===== src/rtl/smx_pkg.sv =====
// Shared types, opcodes and helpers for the stack machine executor.
// Depends on nothing; every other file but smx_stream_if imports it.
`default_nettype none
package smx_pkg;

  localparam int MEM_WORDS_DEF  = 32768;
  localparam int TEXT_WORDS_DEF = 32768;

  typedef enum logic [5:0] {
    OP_LEA  = 6'd0,  OP_IMM  = 6'd1,  OP_JMP  = 6'd2,  OP_CALL = 6'd3,
    OP_JZ   = 6'd4,  OP_JNZ  = 6'd5,  OP_ENT  = 6'd6,  OP_ADJ  = 6'd7,
    OP_LEV  = 6'd8,  OP_LI   = 6'd9,  OP_LC   = 6'd10, OP_SI   = 6'd11,
    OP_SC   = 6'd12, OP_PUSH = 6'd13, OP_OR   = 6'd14, OP_XOR  = 6'd15,
    OP_AND  = 6'd16, OP_EQ   = 6'd17, OP_NE   = 6'd18, OP_LT   = 6'd19,
    OP_GT   = 6'd20, OP_LE   = 6'd21, OP_GE   = 6'd22, OP_SHL  = 6'd23,
    OP_SHR  = 6'd24, OP_ADD  = 6'd25, OP_SUB  = 6'd26, OP_MUL  = 6'd27,
    OP_DIV  = 6'd28, OP_MOD  = 6'd29, OP_EXIT = 6'd37
  } opcode_t;

  typedef enum logic [1:0] {
    ERR_NONE  = 2'd0,
    ERR_UNSUP = 2'd1,
    ERR_DIV0  = 2'd2,
    ERR_RANGE = 2'd3
  } err_t;

  // Memory read address sources
  typedef enum logic [2:0] {
    RS_SP  = 3'd0,
    RS_ACC = 3'd1,
    RS_BP  = 3'd2,
    RS_BP1 = 3'd3,
    RS_Q   = 3'd4
  } rsel_t;

  typedef struct packed {
    logic [5:0]         opcode;
    logic signed [63:0] operand;
  } in_word_t;

  typedef struct packed {
    logic [14:0]        next_pc;
    logic signed [63:0] acc_value;
    logic               halted;
    logic signed [63:0] exit_value;
    logic [1:0]         error_code;
  } out_word_t;

  // Controller to datapath commands
  typedef struct packed {
    logic clear;
    logic load_in;
    logic rd0;
    logic rd1;
    logic cap0;
    logic cap1;
    logic mdu_start;
    logic commit;
  } cmd_t;

  // Datapath to controller status
  typedef struct packed {
    logic clr_last;
    logic halted;
    logic need0;
    logic need1;
    logic use_mdu;
    logic mdu_done;
  } stat_t;

  function automatic logic [63:0] sext8(input logic [7:0] b);
    return {{56{b[7]}}, b};
  endfunction

endpackage
`default_nettype wire


===== src/rtl/smx_ctrl.sv =====
// Controller state machine: clear sweep, fetch of stack/memory words,
// multiply/divide wait, commit and result word handshake. Uses smx_pkg.
`default_nettype none
module smx_ctrl (
  input  wire logic           clk,
  input  wire logic           rst_n,
  input  wire logic           in_valid,
  output logic                in_ready,
  output logic                out_valid,
  input  wire logic           out_ready,
  input  wire smx_pkg::stat_t stat,
  output smx_pkg::cmd_t       cmd
);
  import smx_pkg::*;

  typedef enum logic [6:0] {
    ST_CLEAR = 7'b0000001,
    ST_IDLE  = 7'b0000010,
    ST_RD0   = 7'b0000100,
    ST_CAP0  = 7'b0001000,
    ST_CAP1  = 7'b0010000,
    ST_MDU   = 7'b0100000,
    ST_EXEC  = 7'b1000000
  } state_t;

  state_t state_r, state_nxt;
  logic   out_valid_r, out_valid_nxt;

  // Next state and commands
  always_comb begin
    state_nxt = state_r;
    cmd       = '0;
    unique case (state_r)
      ST_CLEAR: begin
        cmd.clear = 1'b1;
        if (stat.clr_last) state_nxt = ST_IDLE;
      end
      ST_IDLE: begin
        cmd.load_in = in_valid;
        if (in_valid) state_nxt = ST_RD0;
      end
      ST_RD0: begin
        if (!stat.halted && stat.need0) begin
          cmd.rd0   = 1'b1;
          state_nxt = ST_CAP0;
        end else begin
          state_nxt = ST_EXEC;
        end
      end
      ST_CAP0: begin
        cmd.cap0 = 1'b1;
        if (stat.need1) begin
          cmd.rd1   = 1'b1;
          state_nxt = ST_CAP1;
        end else if (stat.use_mdu) begin
          cmd.mdu_start = 1'b1;
          state_nxt     = ST_MDU;
        end else begin
          state_nxt = ST_EXEC;
        end
      end
      ST_CAP1: begin
        cmd.cap1  = 1'b1;
        state_nxt = ST_EXEC;
      end
      ST_MDU: begin
        if (stat.mdu_done) state_nxt = ST_EXEC;
      end
      ST_EXEC: begin
        if (!out_valid_r || out_ready) begin
          cmd.commit = 1'b1;
          state_nxt  = ST_IDLE;
        end
      end
      default: state_nxt = ST_IDLE;
    endcase
  end

  // Result word valid: set on commit, drop when taken
  always_comb begin
    if (cmd.commit)     out_valid_nxt = 1'b1;
    else if (out_ready) out_valid_nxt = 1'b0;
    else                out_valid_nxt = out_valid_r;
  end

  always_ff @(posedge clk) begin
    if (!rst_n) begin
      state_r     <= ST_CLEAR;
      out_valid_r <= 1'b0;
    end else begin
      state_r     <= state_nxt;
      out_valid_r <= out_valid_nxt;
    end
  end

  assign in_ready  = (state_r == ST_IDLE);
  assign out_valid = out_valid_r;

  a_onehot: assert property (@(posedge clk) disable iff (!rst_n) $onehot(state_r))
    else $error("controller state not one-hot");

  a_commit_slot: assert property (@(posedge clk) disable iff (!rst_n)
    cmd.commit |-> (!out_valid_r || out_ready))
    else $error("commit overwrote a pending result word");

  a_mdu_wait: assert property (@(posedge clk) disable iff (!rst_n)
    cmd.mdu_start |=> (state_r == ST_MDU))
    else $error("multiply/divide start without wait state");

  a_clear_block: assert property (@(posedge clk) disable iff (!rst_n)
    (state_r == ST_CLEAR) |-> (!in_ready && !cmd.commit))
    else $error("input taken during memory clear");

endmodule
`default_nettype wire


===== config.mk =====
export PLATFORM = sky130hd
export DESIGN_NAME = smx_ctrl
export DESIGN_NICKNAME = d
export VERILOG_FILES = /design/src/rtl/smx_pkg.sv /design/src/rtl/smx_ctrl.sv
export SDC_FILE = /design/constraint.sdc
export NUM_CORES = 1
export LEC_CHECK = 0
export BUFFER_PORTS_ARGS = -buffer_cell sky130_fd_sc_hd__clkbuf_2
export CORE_AREA = 2 2 39 41
export DETAILED_ROUTE_END_ITERATION = 6
export DIE_AREA = 0 0 41 43
export PLACE_DENSITY = 0.8
export SLEW_MARGIN = 5
export SYNTH_ARGS = -nofsm -noshare
export SYNTH_HDL_FRONTEND = slang
export SYNTH_SLANG_ARGS = --single-unit
export TNS_END_PERCENT = 30

===== constraint.sdc =====
create_clock -name clk -period 3.57 [get_ports clk]
set_clock_uncertainty 0.1 [all_clocks]
set_input_delay 0.357 -clock clk [delete_from_list [all_inputs] [get_ports clk]]
set_output_delay 0.357 -clock clk [all_outputs]
set_load 0.005 [all_outputs]

==> flow_metrics.tcl <==
set metrics [dict create \
    min_path_type "in2reg" \
    cts.path.max_buffers 2 \
    crit_type "reg2out" \
    status "finished, final reports clean" \
    p_per_area_nw_per_um2 310 \
    switchingPower_mw 0.0636 \
    multi_input_area_um2 382 \
    cellInternalPower_mw 0.153 \
    coreArea_um2 1380 \
    vias 564 \
    postSynthCellCount 64 \
    p_leak_nw 0.292 \
    drt_iter0_drc 8 \
    postCtsSetupBuffers 0 \
    yosys_warnings 0 \
    syn_avg_cell_area_um2 9.42 \
    fin_nets 93 \
    setup_tns_ns 0 \
    synth_top_area_share 0.266 \
    post-dp-hpwl_um 962 \
    crit_fanout 11 \
    grt_pass1_vias 468 \
    ff2ff_path_depth 4 \
    cts_tree "done" \
    syn_nets 74 \
    antenna_cells 0 \
    clock_sinks 8 \
    place_area_um2 676 \
    yosysUniqueCellTypes 37 \
    synth.largest_area_cell "dfxtp_1" \
    endpoint "cmd[6]" \
    routed_wl_um 1290 \
    row_count 14 \
    startpoint_type "flop" \
    grt_usage 0.179 \
    antenna_found_initial 0 \
    yosysSeqAreaShare 0.266 \
    tightest_slew_ns 0.478 \
    wl_per_cell_um 13.3 \
    pwr-share-clk 0.339 \
    htreeDepth 1 \
    port_buffers 19 \
    die_h_um 43 \
    p_total_mw 0.216 \
    gp_congestion 0.772 \
    ant_nets 0 \
    startpoint "state_r[4]$_SDFFE_PN0P_" \
    grt_max_degree 12 \
    grt_pass1_wl_um 2060 \
    cts-buffers-inserted 3 \
    final_cell_mix "19 x clkbuf_2, 8 x dfxtp_1, 5 x inv_1, 5 x nor2_1, 4 x nand2b_1" \
    cap_violations 0 \
    crit_arrival_ns 1.83 \
    die_x_um 41 \
    pwr-share-comb 0.198 \
    slew_violations 0 \
    ios 20 \
    r2r_start "state_r[5]$_SDFFE_PN0P_" \
    register_area_um2 160 \
    viasPerCell 5.81 \
    syn_to_final_growth_pct 15.8 \
    cts_hold_buf 0 \
    p_sw_frac 0.294 \
    drc 0 \
    fin_area_um2 698 \
    ctsRootBufferMaster "clkbuf_4" \
    final_cells 97 \
    drive_above_1_share 0.370 \
    maxSlewHeadroom 0.681 \
    r2r_setup_slack_ns 1.72 \
    dp_cells 94 \
    start_util 0.436 \
    fmax_mhz 436 \
    grt-ovfl-total 0 \
    clk_latency_ns 0.26 \
    clkTransAtPathRegs_ns 0.05 \
    endpoint_kind "primary output" \
    ys_top_cells_by_area "dfxtp_1 27%, o32ai_2 5.4%, a2111oi_4 4.6%" \
    synth.cell_area_um2 603 \
    cts.repair.resized 0 \
    drt-pass1-iter-count 4 \
    layout_worst_path_cycle_share 0.642 \
    final_common_cell "clkbuf_2" \
    seq_power_share 0.463 \
    finalSetupViolCount 0 \
    hold_viol 0 \
    finalWorstPathRequiredPeriod_ns 2.29 \
    reg2reg_to "state_r[1]$_SDFFE_PN0P_" \
    yosys_register_bits 8 \
    fin_hold_ws_ns 0.211 \
    die_area_um2 1760 \
    grt_setup_unrepaired "no" \
    required_ns 3.11 \
    fillers 132 \
    worst_ir_drop_vdd_mv 0.126 \
]
-- state kept, by name, indices dropped and copies added (netlist names) --
register,count
state_r,7
out_valid,1
-- power groups by stage --
stage	clock network [mW]	registers, mW	logic [mW]
after floorplan	0	0.0966	0.0340
after global placement	0	0.102	0.0416
after detailed placement	0	0.102	0.0420
after CTS	0.0769	0.0999	0.0428
after global routing	0.0799	0.101	0.0471
final	0.0733	0.100	0.0428
-- how the worst min path moves through the flow --
stage	start	slack, ns	end	cells past startpoint
after floorplan	rst_n	0.37	state_r[5]$_SDFFE_PN0P_	1
after global placement	out_valid$_SDFFE_PN0P_	0.45	out_valid$_SDFFE_PN0P_	2
after detailed placement	out_valid$_SDFFE_PN0P_	0.46	out_valid$_SDFFE_PN0P_	2
after CTS	rst_n	0.21	state_r[5]$_SDFFE_PN0P_	2
after global routing	rst_n	0.23	state_r[5]$_SDFFE_PN0P_	2
final	rst_n	0.21	state_r[5]$_SDFFE_PN0P_	2
-- synthesized netlist by cell type, drive strengths merged --
cell type  n
or4b       1
o211ai     1
nand4b     1
a2111oi    1
and2       1
and3b      1
a31oi      1
nor2       5
xor2       1
nand2b     4
dfxtp      8
a41oi      1
a211oi     1
o32ai      3
nor3       3
nor4b      1
buf        5
nand2      2
or2        1
or3b       2
and3       1
xnor2      1
o21a       2
nand4bb    1
and4b      1
a21oi      1
inv        5
a2111o     1
o21ai      1
nor4       3
or3        1
nor2b      2
-- critical path, cell delays in order (launching register included) --
cell      delay [ns]
dfxtp_1         0.45
or4b_1          0.56
or2_1           0.27
inv_1           0.08
and2_1          0.12
clkbuf_2        0.10
-- routing by layer --
metal  wire length (um)  global-route usage  up-vias  share of wire
li1                   -                   -      277              -
met1                522               0.213      259           0.41
met2                634               0.266       21           0.49
met3                 84              0.0471        7          0.065
met4                 46               0.120        0          0.036
met5                  0                   0        -              0
-- layout make-up --
cell class | instances | area share
Clock buffer | 3 | 0.0323
Inverter | 5 | 0.0269
Multi-Input combinational cell | 46 | 0.547
Sequential cell | 8 | 0.229
Tap cell | 16 | 0.0287
Timing Repair Buffer | 19 | 0.136
-- cell families (layout without fill, tap and decap cells) --
family                    Yosys count  in the layout  share of synthesized area
and+or+nand+nor                    31             31                      0.380
AOI/OAI and AO/OA                  13             13                      0.224
buffers and inverters              10             27                      0.102
DFF                                 8              8                      0.266
xor gates and xnor gates            2              2                     0.0291
-- per-stage QoR --
stage / setup slack [ns] / utilization
3_3_place_gp: 1.61 / 0.488
5_1_grt: 1.15 / 0.505
4_1_cts: 1.28 / 0.505
2_1_floorplan: 1.71 / -
6_report: 1.28 / 0.505
3_5_place_dp: 1.57 / 0.488
Note: power is estimated with default switching activity, not from simulation.
